$ cat src/qsi_pkg.sv
// package: shared types and constants of the quadric intersection block
`timescale 1ns / 1ps
package qsi_pkg;

    localparam int FRAC_BITS = 16;
    localparam int QW        = 64;   // magnitude width of the discriminant
    localparam int SW        = 32;   // square root width
    localparam int NW        = 33;   // numerator magnitude width
    localparam int DW        = 33;   // divisor width
    localparam int DNW       = NW + FRAC_BITS; // shifted dividend width
    localparam int QUOW      = DNW;  // quotient width before saturation
    localparam int FIFO_DEPTH = 4;
    localparam int FIFO_AW   = 2;

    typedef struct packed {
        logic signed [31:0] coef_a;
        logic signed [31:0] coef_b;
        logic signed [31:0] coef_c;
        logic               outside_sense;
    } qsi_in_t;

    typedef struct packed {
        logic        hits;
        logic [31:0] distance;
    } qsi_out_t;

    // divide selects which operand order the back end uses
    typedef enum logic [1:0] {
        OP_MISS     = 2'd0,
        OP_ZERO     = 2'd1,   // hit with distance clamped at zero
        OP_ROOT_A   = 2'd2,   // (S + |B|) / |A|
        OP_C_ROOT   = 2'd3    // |C| / (S + |B|)
    } qsi_op_t;

    // classified request passed from front to back
    typedef struct packed {
        qsi_op_t       op;      // provisional; miss on negative discriminant
        logic          neg_q;   // discriminant negative
        logic [QW-1:0] q_mag;
        logic [31:0]   b_mag;
        logic [31:0]   a_mag;
        logic [31:0]   c_mag;
    } qsi_cls_t;

endpackage

$ cat src/qsi_fifo.sv
// small request queue between front and back
`timescale 1ns / 1ps
module qsi_fifo (
    input  logic               clk,
    input  logic               rst_n,
    input  logic               wr_en,
    input  qsi_pkg::qsi_cls_t  wr_data,
    input  logic               rd_en,
    output qsi_pkg::qsi_cls_t  rd_data,
    output logic               empty,
    output logic [qsi_pkg::FIFO_AW:0] count
);
    qsi_pkg::qsi_cls_t mem [qsi_pkg::FIFO_DEPTH];
    logic [qsi_pkg::FIFO_AW-1:0] wp_reg, rp_reg;
    logic [qsi_pkg::FIFO_AW:0]   cnt_reg;

    always_ff @(posedge clk or negedge rst_n)
    begin
        if (!rst_n)
        begin
            wp_reg  <= '0;
            rp_reg  <= '0;
            cnt_reg <= '0;
        end
        else
        begin
            if (wr_en) wp_reg <= wp_reg + 1'b1;
            if (rd_en) rp_reg <= rp_reg + 1'b1;
            cnt_reg <= cnt_reg + (qsi_pkg::FIFO_AW+1)'(wr_en)
                               - (qsi_pkg::FIFO_AW+1)'(rd_en);
        end
    end

    always_ff @(posedge clk)
    begin
        if (wr_en) mem[wp_reg] <= wr_data;
    end

    assign rd_data = mem[rp_reg];
    assign empty   = (cnt_reg == '0);
    assign count   = cnt_reg;

endmodule

$ cat config.mk
export PLATFORM = sky130hd
export DESIGN_NAME = qsi_fifo
export DESIGN_NICKNAME = d
export VERILOG_FILES = /design/src/qsi_pkg.sv /design/src/qsi_fifo.sv
export SDC_FILE = /design/constraint.sdc
export NUM_CORES = 1
export LEC_CHECK = 0
export BUFFER_PORTS_ARGS = -buffer_cell sky130_fd_sc_hd__buf_2
export CAP_MARGIN = 20
export CORE_MARGIN = 2
export CORE_UTILIZATION = 42
export DETAILED_ROUTE_END_ITERATION = 16
export PLACE_DENSITY = 0.63
export SETUP_SLACK_MARGIN = 0.5
export SLEW_MARGIN = 15
export SYNTH_ARGS = -nofsm -noshare
export SYNTH_HDL_FRONTEND = slang
export SYNTH_SLANG_ARGS = --single-unit
$ cat constraint.sdc
create_clock -name clk -period 6.2 [get_ports clk]
set_clock_uncertainty 0.1 [all_clocks]
set_input_delay 0.31 -clock clk [delete_from_list [all_inputs] [get_ports clk]]
set_output_delay 0.31 -clock clk [all_outputs]
set_load 0.005 [all_outputs]
## Word-level counts from Yosys, hierarchy flattened

Memory sizes are Yosys's and may differ from the RTL's.
Cells that the tools add are included.

| operators by class | value |
|---|---|
| reduce and logical (&&, ||, !) cells | 1 |
| multiplexer cells | 2 |
| add/subtract/negate cells | 4 |

Operator list:

| kind | count |
|---|---|
| 2-bit by 1-bit adder with 2-bit output, second input constant | 2 |
| 3-bit by 1-bit adder with 3-bit output | 1 |
| 3-bit logical NOT | 1 |
| 3-bit by 1-bit subtractor with 3-bit output | 1 |
| 1-bit 2-to-1 mux | 2 |

| storage, ports and cells | value |
|---|---|
| output and inout port bits | 167 |
| register bits | 7 |
| input port bits | 167 |
| memories | 1 |
| RAM bits | 652 |

Memories:

| name | depth | bits a word | rd ports | clocked after memory_dff | wr ports | line | text |
|---|---|---|---|---|---|---|---|
| mem | 4 | 163 | 1 | 0 | 1 | qsi_fifo.sv:13 | `qsi_pkg::qsi_cls_t mem [qsi_pkg::FIFO_DEPTH];` |

## Depth between registers and ports, before layout

Gate-level depths: netlist of run 1.

| depth | value |
|---|---|
| depth after elaboration | 2 |
| gate-level depth with buffers | 7 |
| mapped depth without buffers | 7 |

## Worst setup path after synthesis of run 1

OpenSTA, ideal clock, no wires.

| timing path | value |
|---|---|
| path kind | reg-to-reg |
| from | register wp_reg[0] (netlist name) |
| to | memory mem[0][0] (netlist name) (enable) |
| clock period less this slack | 4.984 ns |
| data arrival time | 4.342 ns |
| buffers on the path | 0 |
| path slack | 1.216 ns |
| setup time | 0.542 ns |
| stages on the path, launching flop included | 4 |
| path through | dfrtp_1 -> inv_1 -> ha_1 -> and2_1 |

RTL lines:

| item | line | text |
|---|---|---|
| start: declaration | qsi_fifo.sv:14 | `logic [qsi_pkg::FIFO_AW-1:0] wp_reg, rp_reg;` |
| start signal: assignment | qsi_fifo.sv:27 | `if (wr_en) wp_reg <= wp_reg + 1'b1;` |
| end: declaration | qsi_fifo.sv:13 |  |

Straight into the memory's write port.

==> results of run 1 <==
## cell families after synthesis
kind of cell,count (synthesis),synth area share
AND/OR/NAND/NOR,7,0.00156
multiplexers,163,0.153
buffers and inverters,43,0.0173
adder cells (fa/ha/maj),7,0.00396
flip-flops,659,0.822
XOR/XNOR,5,0.00182
AO/OA/AOI/OAI,1,0.000208
## worst max-delay path, stage by stage (launching register included)
cell and delay [ns]:
dfrtp_4 0.99, buf_12 0.40, mux4_2 0.45, buf_2 0.16
## metal layers
layer	vias to the layer above	part of all wire
met4	0	0.020
li1	4939	-
met5	-	0
met1	5929	0.41
met3	72	0.071
met2	323	0.50
## cell usage after synthesis (all sizes together)
master | instances | area (um^2)
edfxtp | 652 | 19600
mux4 | 163 | 3670
buf | 35 | 387
dfrtp | 7 | 175
ha | 6 | 75.1
inv | 6 | 22.5
and2 | 4 | 25.0
xnor2 | 3 | 26.3
clkbuf | 2 | 7.51
nand2 | 2 | 7.51
xor2 | 2 | 17.5
fa | 1 | 20.0
nor3 | 1 | 5.00
o21ai | 1 | 5.00
## where the power goes
group          switching [mW]  leakage (nW)  internal (mW)  total [mW]
combinational            1.85          3.25           1.77        3.62
clock                    1.63          1.05           2.35        3.98
sequential              0.248          6.07           5.83        6.08
## cell usage in the layout, fill, tap and decap left out, types with 2 or more instances in the layout
cell	count
clkbuf_16	72
and2_4	4
buf_2	333
dfrtp_1	5
diode_2	3
ha_1	6
inv_1	6
clkinvlp_4	5
inv_6	3
edfxtp_1	652
nand2_1	2
clkbuf_1	17
dlygate4sd3_1	167
xor2_1	2
clkinv_2	6
mux4_2	163
buf_12	6
dfrtp_4	2
clkinv_1	16
buf_4	6
bufinv_16	5
xnor2_1	3
## repair_timing
| action | in CTS | in global routing |
|---|---|---|
| buffers inserted | 0 | 0 |
| hold buffers | 167 | 0 |
| setup endpoints to repair | 0 | 0 |
| endpoints found under the hold margin | 664 | 0 |
## final timing paths
kind | start | endpoint | slack, ns | depth (start not counted)
worst max-delay path | rp_reg[1] | rd_data[147] | 2.77 | 3
max in group asynchronous | rst_n | rp_reg[0] | 5.07 | 3
worst min-delay path | wr_data[114] | mem[3][114] | 0.37 | 2
worst max register to register | wp_reg[0] | mem[0][90] | 3.52 | 4
min in group asynchronous | rst_n | count[0] | 0.63 | 3
worst min register to register | wp_reg[0] | wp_reg[0] | 0.44 | 1
## area by class of cell
class,instances,area [um^2]
well taps,756,946
fillers,4318,26200
diodes,3,7.51
flip-flops and latches,659,19800
inverters,6,22.5
repair buffers,512,3500
clock inverters,36,320
clock buffers,90,1880
multi-input cells,183,3860
==> reports/summary.txt, run 1 <==
Layout Cells excl Fill: 2245
crit end category: primary output
CTS HTree Levels: 3
Placer Congestion: 0.722
WS Path Type: flop to primary output
met2 GRT Util: 0.273
total gr overflow: 0
met3 GRT Util: 0.0536
Avg Inst Size Synth: 27.1 um^2
PD cells: 452 nW/um^2
Final Max Slew Viols: 0
relative max-transition margin: 0.319
Worst Path Required: 5.79 ns
clk root buf: clkbuf_16
Reg clk slew, reported paths: 0.06 ns
syn_nets: 1059
#FFs+latches synth: 659
synth warn: 0
Min Hold Slack: 0.368 ns
Post-Route Utilization: 0.536
Finished Cell Area: 30300 um^2
Core Rows: 87
vias per cell: 5.02
min-delay worst type: input port to flop
status: finished clean
largest reg by FF count: mem
drt first-iter violations: 623
final setup violation count: 0
Die Ht: 243 um
die area: 59100 um^2
# resized after CTS: 0
vias in the first global route: 12571
gr usage total: 0.165
TNS Setup: 0 ns
crit path DAT: 3.02 ns
Slew @ Worst Pin: 1.02 ns
CTS tree: yes
Tot Pwr: 13.7 mW
Port Buffers: 333
Tcrit/Tclk final: 0.553
post-route ant nets: 0
CTS Buffer Depth: 3
worst slack, placed: 3.45 ns
number of flip-flops in the largest register: 652
Clock Latency Late Sink: 0.58 ns
crit start category: flop
hpwl dp: 26.5 mm
Final Critical Period: 3.43 ns
placed cell areas: 26400 um^2
largest fanout on the critical path: 95
drt drc: 0
drt wl/cell: 21.2 um
Max Cap Viol: 0
met1 global-route usage: 0.210
Top Ports: 334
f_max: 292 MHz
Total Nets Final: 1606
synth unique cells: 17
first-pass GRT wire length: 73.6 mm
Seq/Total Area, Yosys: 0.822
cell count after synthesis: 885
Pre-Repair DR Iteration Count: 7
fraction of layout cells with a size suffix above 1: 0.408
GRT Max-Usage Layer: met2
initial core utilization: 0.425
Static Leak: 10.4 nW
Placed Cells: 1949
vias: 11263
initial antenna violation count: 3
Core Area: 56500 um^2
peak supply drop: 0.429 mV
Clock Sink Count: 659
RSZ-0062 raised after global routing: no
Syn Std Cell Area: 24000 um^2
drt total wl: 47.7 mm
pin count of the biggest net entering global routing: 144
Final Hold Fails: 0
Syn-to-layout area delta: 26.1%
die width: 243 um
final worst-path setup slack: 2.77 ns
CTS buffer count: 70
No activity file was read; power rests on OpenSTA's default activity.
==> run 2: changes to the inputs <==
--- a/config.mk
+++ b/config.mk
@@ -5,12 +5,13 @@
 export SDC_FILE = /design/constraint.sdc
 export NUM_CORES = 1
 export LEC_CHECK = 0
+export ABC_AREA = 1
 export BUFFER_PORTS_ARGS = -buffer_cell sky130_fd_sc_hd__buf_2
 export CAP_MARGIN = 20
 export CORE_MARGIN = 2
 export CORE_UTILIZATION = 42
 export DETAILED_ROUTE_END_ITERATION = 16
-export PLACE_DENSITY = 0.63
+export PLACE_DENSITY = 0.65
 export SETUP_SLACK_MARGIN = 0.5
 export SLEW_MARGIN = 15
 export SYNTH_ARGS = -nofsm -noshare
==> constraint.sdc (replaced) <==
create_clock -name clk -period 3.1 [get_ports clk]
set_clock_uncertainty 0.1 [all_clocks]
set_input_delay 0.155 -clock clk [delete_from_list [all_inputs] [get_ports clk]]
set_output_delay 0.155 -clock clk [all_outputs]
set_load 0.005 [all_outputs]
==> reports/summary.txt, run 2 <==
status: finished clean
post-route ant nets: 0 (unchanged)
hpwl dp: 33.3 mm (+26%)
Tot Pwr: 30.5 mW (+120%)
first-pass GRT wire length: 94.9 mm (+29%)
syn_nets: 2774 (+160%)
CTS tree: yes
most common cell after layout, fill and taps aside: nand2_1
Most used DFF post-synth: edfxtp_1
Int Pwr: 19.7 mW (+98%)
Post-synth top cells: nand2_1 (826), inv_1 (665), edfxtp_1 (652), nand3_1 (327), buf_2 (65)
Pre-Repair DR Iteration Count: 5 (-2)
placed cell areas: 30400 um^2 (+15%)
TNS Setup: 0 ns (unchanged)
die width: 261 um (+7.3%)
vias: 18121 (+61%)
Reg clk slew, reported paths: 0.06 ns (about the same)
pin count of the biggest net entering global routing: 164 (+14%)
initial antenna violation count: 2 (-1)
f_max: 402 MHz
vias per cell: 4.51 (-10%)
sequential share of power: 0.395 (-0.049)
cell accounting for the most synthesized area: edfxtp_1
Total Nets Final: 3274 (+100%)
drt wl/cell: 15.7 um (-26%)
Worst Path Required: 2.84 ns (-2.95 ns)
Avg Inst Size Synth: 10.7 um^2 (-61%)
PD cells: 889 nW/um^2 (+97%)
crit path DAT: 2.23 ns (-0.79 ns)
drt total wl: 62.9 mm (+32%)
min-delay worst type: input port to flop
synth warn: 0 (unchanged)
Syn Std Cell Area: 27700 um^2 (+15%)
drt first-iter violations: 1079 (+73%)
CTS Buffer Depth: 3 (unchanged)
initial core utilization: 0.423 (-0.00240)
die area: 68000 um^2 (+15%)
Placer Congestion: 0.734 (+1.7%)
crit start category: flop
#FFs+latches synth: 659 (unchanged)
number of synthesized flops with an enable pin: 652 (unchanged)
CTS buffer count: 69 (-1.4%)
Finished Cell Area: 34300 um^2 (+13%)
Core Rows: 94 (+8.0%)
Worst R2R Setup Slack: 1.11 ns (-2.41 ns)
WS Path Type: flop to primary output
Yosys top cell area share: 0.707 (-0.108)
async set or reset register ratio after synthesis: 0.0106 (unchanged)
total gr overflow: 0 (unchanged)
RSZ-0062 raised after global routing: yes
Seq/Total Area, Yosys: 0.713 (-0.109)
CTS HTree Levels: 3 (unchanged)
Area contributors post-synth: edfxtp_1 (71%), nand2_1 (11%), inv_1 (9.0%), nand3_1 (5.9%), buf_2 (1.2%)
Static Leak: 15.8 nW (+52%)
vias in the first global route: 17523 (+39%)
largest reg by FF count: mem
gr usage total: 0.181 (+0.0161)
Die Ht: 261 um (+7.3%)
Slew @ Worst Pin: 0.696 ns (-0.325 ns)
switching share of power: 0.354 (+0.0814)
Clock Latency Late Sink: 0.59 ns (about the same)
Syn-to-layout area delta: 23.9%
net load switching power: 10.8 mW (+190%)
final setup violation count: 0 (unchanged)
clock power share: 0.253 (-0.038)
relative max-transition margin: 0.536 (+0.217)
Tcrit/Tclk final: 0.802
Port Buffers: 333 (unchanged)
largest fanout on the critical path: 53 (-44%)
synth unique cells: 16 (-1)
clk root buf: clkbuf_16
drt drc: 0 (unchanged)
crit end category: primary output
Clock Sink Count: 659 (unchanged)
Final Max Slew Viols: 0 (unchanged)
Top Ports: 334 (unchanged)
Core Area: 65500 um^2 (+16%)
count leader, synth: nand2_1
cell count after synthesis: 2600 (+190%)
peak supply drop: 0.634 mV (+48%)
most frequent cells in the layout: nand2_1 (822), inv_1 (659), edfxtp_1 (652)
fraction of layout cells with a size suffix above 1: 0.154 (-0.255)
Final Hold Fails: 0 (unchanged)
power share of the combinational group: 0.352 (+0.087)
Max Cap Viol: 0 (unchanged)
number of flip-flops in the largest register: 652 (unchanged)
Final Critical Period: 2.49 ns
[run 2: cell types whose count changed after synthesis, moves of 15 or more]
cell	previous run	this run
nand2_1	2	826
clkbuf_1	2	20
nand3_1	0	327
buf_2	16	65
inv_1	6	665
buf_4	1	16
mux4_2	163	0
[run 2: cell families after synthesis]
kind of cell / after synthesis / share of synthesized area
simple gates: 1154 / 0.171
buf+inv: 776 / 0.111
compound gates: 1 / 0.000181
xor+xnor: 3 / 0.000949
flops: 659 / 0.713
fa+ha+maj: 7 / 0.00343
[run 2: final timing paths]
kind / start / to / cells past startpoint
worst max-delay path: rp_reg[1] / rd_data[41] / 5
worst max register to register: wp_reg[1] / mem[1][67] / 5
worst min register to register: count[1] / count[2] / 2
min in group asynchronous: rst_n / rp_reg[0] / 3
worst min-delay path: wr_data[53] / mem[0][53] / 2
max in group asynchronous: rst_n / rp_reg[1] / 3
[run 2: what timing repair did]
item                       4_1_cts  5_1_grt
hold endpoints to repair       664        0
setup buffers                    4        0
setup endpoints to repair      163        2
pin swaps                        0        0
cloned                           3        1
resized for setup                6        0
hold buffers                   167        0
[run 2: routing by layer]
| metal | share of wire | wire (um) | global-route usage | up-vias |
|---|---|---|---|---|
| li1 | - | - | - | 9112 |
| met1 | 0.42 | 26400 | 0.226 | 8527 |
| met2 | 0.51 | 31800 | 0.314 | 397 |
| met3 | 0.056 | 3490 | 0.0390 | 81 |
| met4 | 0.019 | 1180 | 0.0570 | 4 |
| met5 | 0.00041 | 26 | 0 | - |
[run 2: power groups by stage]
stage / clock network (mW) / logic, mW / registers (mW)
4_1_cts: 7.93 / 10.9 / 12.0
6_report: 7.72 / 10.7 / 12.0
3_5_place_dp: 0 / 10.3 / 12.3
3_3_place_gp: 0 / 10.2 / 12.2
2_1_floorplan: 0 / 6.15 / 12.3
5_1_grt: 8.25 / 12.1 / 12.2
[run 2: area by class of cell]
cell class,instances,area [um^2]
Inverter,666,2540
Timing Repair Buffer,538,3940
Clock inverter,34,298
Timing Repair inverter,1,8.76
Sequential cell,659,19800
Fill cell,5544,31200
Multi-Input combinational cell,1165,4890
Clock buffer,87,1800
Antenna cell,2,5.00
Tap cell,864,1080
[run 2: critical path: stages, from the launching register on]
cell     delay, ns
dfrtp_4       0.55
inv_8         0.37
buf_12        0.32
nand3_1       0.12
nand2_1       0.14
buf_2         0.15
[run 2: stage by stage]
| step | setup WS, ns | std cells | hold slack, ns | utilization |
|---|---|---|---|---|
| 2_1_floorplan | -0.496 | 2600 | -0.241 | - |
| 3_3_place_gp | 0.883 | 3718 | -0.0519 | 0.463 |
| 3_5_place_dp | 0.882 | 3718 | -0.0489 | 0.463 |
| 4_1_cts | 0.549 | 4013 | 0.151 | 0.523 |
| 5_1_grt | 0.497 | 4014 | 0.178 | 0.524 |
| 6_report | 0.614 | 4016 | 0.206 | 0.524 |
==> run 3: changes to the inputs <==
==> constraint.sdc (replaced) <==
create_clock -name clk -period 2.1 [get_ports clk]
set_clock_uncertainty 0.1 [all_clocks]
set_input_delay 0.105 -clock clk [delete_from_list [all_inputs] [get_ports clk]]
set_output_delay 0.105 -clock clk [all_outputs]
set_load 0.005 [all_outputs]
==> reports/summary.txt, run 3 (synthesized netlist as in run 2, its figures left out) <==
Clock Sink Count: 659 (unchanged)
Top Ports: 334 (unchanged)
Clock Latency Late Sink: 0.60 ns (about the same)
final worst-path setup slack: -0.170 ns (-0.784 ns)
clock power share: 0.237 (-0.016)
initial core utilization: 0.423 (unchanged)
post-route ant nets: 0 (unchanged)
Tcrit/Tclk final: 1.08
Final Max Slew Viols: 0 (unchanged)
Syn-to-layout area delta: 32.0%
net load switching power: 17.4 mW (+62%)
Int Pwr: 32.4 mW (+65%)
power share of the combinational group: 0.406 (+0.054)
most common cell after layout, fill and taps aside: nand2_1
vias in the first global route: 18459 (+5.3%)
CTS tree: yes
reg2reg start: wp_reg[0]
Final Critical Period: 2.27 ns
Reg clk slew, reported paths: 0.06 ns (about the same)
hpwl dp: 37.9 mm (+14%)
Slew @ Worst Pin: 0.611 ns (-0.0841 ns)
largest reg by FF count: mem
Port Buffers: 333 (unchanged)
die area: 68000 um^2 (unchanged)
sequential share of power: 0.356 (-0.039)
most frequent cells in the layout: nand2_1 (750), inv_1 (658), edfxtp_1 (652)
drt wl/cell: 16.4 um (+4.7%)
Final Hold Fails: 0 (unchanged)
Hold Crit Start: wr_data[66]
drt drc: 0 (unchanged)
total gr overflow: 0 (unchanged)
Max Cap Viol: 0 (unchanged)
f_max: 441 MHz
peak supply drop: 0.831 mV (+31%)
Total Nets Final: 3365 (+2.8%)
initial antenna violation count: 2 (unchanged)
placed cell areas: 31100 um^2 (+2.4%)
clk root buf: clkbuf_16
final setup violation count: 161 (+161)
Pre-Repair DR Iteration Count: 6 (+1)
status: complete, but fails checks
fraction of layout cells with a size suffix above 1: 0.212 (+0.0581)
Finished Cell Area: 36600 um^2 (+6.5%)
Static Leak: 16.8 nW (+6.2%)
Fill cells: 5287 (-4.6%)
die width: 261 um (unchanged)
gr usage total: 0.191 (+0.0100)
first-pass GRT wire length: 100 mm (+5.5%)
drt first-iter violations: 1355 (+26%)
PD cells: 1360 nW/um^2 (+53%)
vias: 18980 (+4.7%)
Post-Route Utilization: 0.558 (+0.0342)
Tot Pwr: 49.9 mW (+63%)
pin count of the biggest net entering global routing: 85 (-48%)
Min Hold Slack: 0.145 ns (-0.0615 ns)
relative max-transition margin: 0.592 (+0.0561)
CTS Buffer Depth: 3 (unchanged)
CP Launch Point: rp_reg[0]
drt total wl: 67.4 mm (+7.2%)
switching share of power: 0.350 (-0.00428)
Worst Path Required: 1.89 ns (-0.95 ns)
number of flip-flops in the largest register: 652 (unchanged)
Core Rows: 94 (unchanged)
CTS buffer count: 71 (+2.9%)
RSZ-0062 raised after global routing: yes
vias per cell: 4.62 (+2.3%)
crit end category: primary output
min-delay worst type: input port to flop
largest fanout on the critical path: 8 (-85%)
crit path DAT: 2.07 ns (-0.16 ns)
worst slack, placed: 0.301 ns (-0.581 ns)
Core Area: 65500 um^2 (unchanged)
Die Ht: 261 um (unchanged)
crit start category: flop
WS Path Type: flop to primary output
CTS HTree Levels: 3 (unchanged)
Placer Congestion: 0.771 (+5.0%)
failing checks: setup timing
run 3: cell count changes in the layout (fill, tap and decap cells not counted), sizes merged:
cell | before | now
buf | 368 | 447
clkinv | 27 | 25
bufbuf | 2 | 3
clkinvlp | 5 | 7
inv | 667 | 664
clkbuf | 88 | 106
run 3: worst max-delay path, stage by stage, from the launching register on:
cell,delay [ns]
dfrtp_4,0.58
inv_16,0.14
buf_16,0.18
clkbuf_16,0.19
nand2_1,0.06
nand3_1,0.09
nand2_2,0.07
buf_2,0.13
run 3: routing by layer:
metal  GRT usage  part of all wire  up-vias
met5           0                 0        -
li1            -                 -     9312
met3      0.0329             0.058       93
met1       0.247              0.42     9060
met2       0.325              0.50      515
met4      0.0657             0.022        0
run 3: area by class of cell:
type / instances / area (um^2) / area share
sequential: 659 / 19800 / 0.540
antenna: 2 / 5.00 / 0.000137
tap: 864 / 1080 / 0.0296
clock buffer: 96 / 1950 / 0.0534
timing repair buffer: 627 / 5620 / 0.154
clock inverter: 31 / 265 / 0.00725
multi-input combinational: 1165 / 5320 / 0.146
inverter: 666 / 2540 / 0.0696
timing repair inverter: 1 / 8.76 / 0.000240
run 3: worst paths after layout:
check | to | slack [ns] | cells after the start
hold reg to reg | wp_reg[0] | 0.46 | 1
min in group asynchronous | count[2] | 0.38 | 3
max in group asynchronous | rp_reg[0] | 1.19 | 3
hold / removal | mem[3][66] | 0.14 | 2
setup / recovery | rd_data[79] | -0.17 | 7
setup reg to reg | mem[2][101] | 0.34 | 6
run 3: per-stage QoR:
step,setup TNS (ns),cells
global route,-29.57,4111
CTS,-23.58,4096
finish,-14.82,4111
global placement,0,3769
detailed placement,0,3769
floorplan,-969.45,2600
run 3: power groups by stage:
stage	clock network (mW)	registers, mW	logic [mW]
2_1_floorplan	0	18.1	9.08
3_3_place_gp	0	17.9	16.1
3_5_place_dp	0	18.0	16.3
4_1_cts	12.1	17.7	18.9
5_1_grt	12.6	17.9	22.2
6_report	11.8	17.8	20.3
run 3: repair_timing:
action	CTS	global route
setup buffers	19	2
setup endpoints to repair	650	669
hold buffers	167	0
cloned	14	11
resized for setup	73	122
pin swaps	5	13
endpoints found under the hold margin	665	0
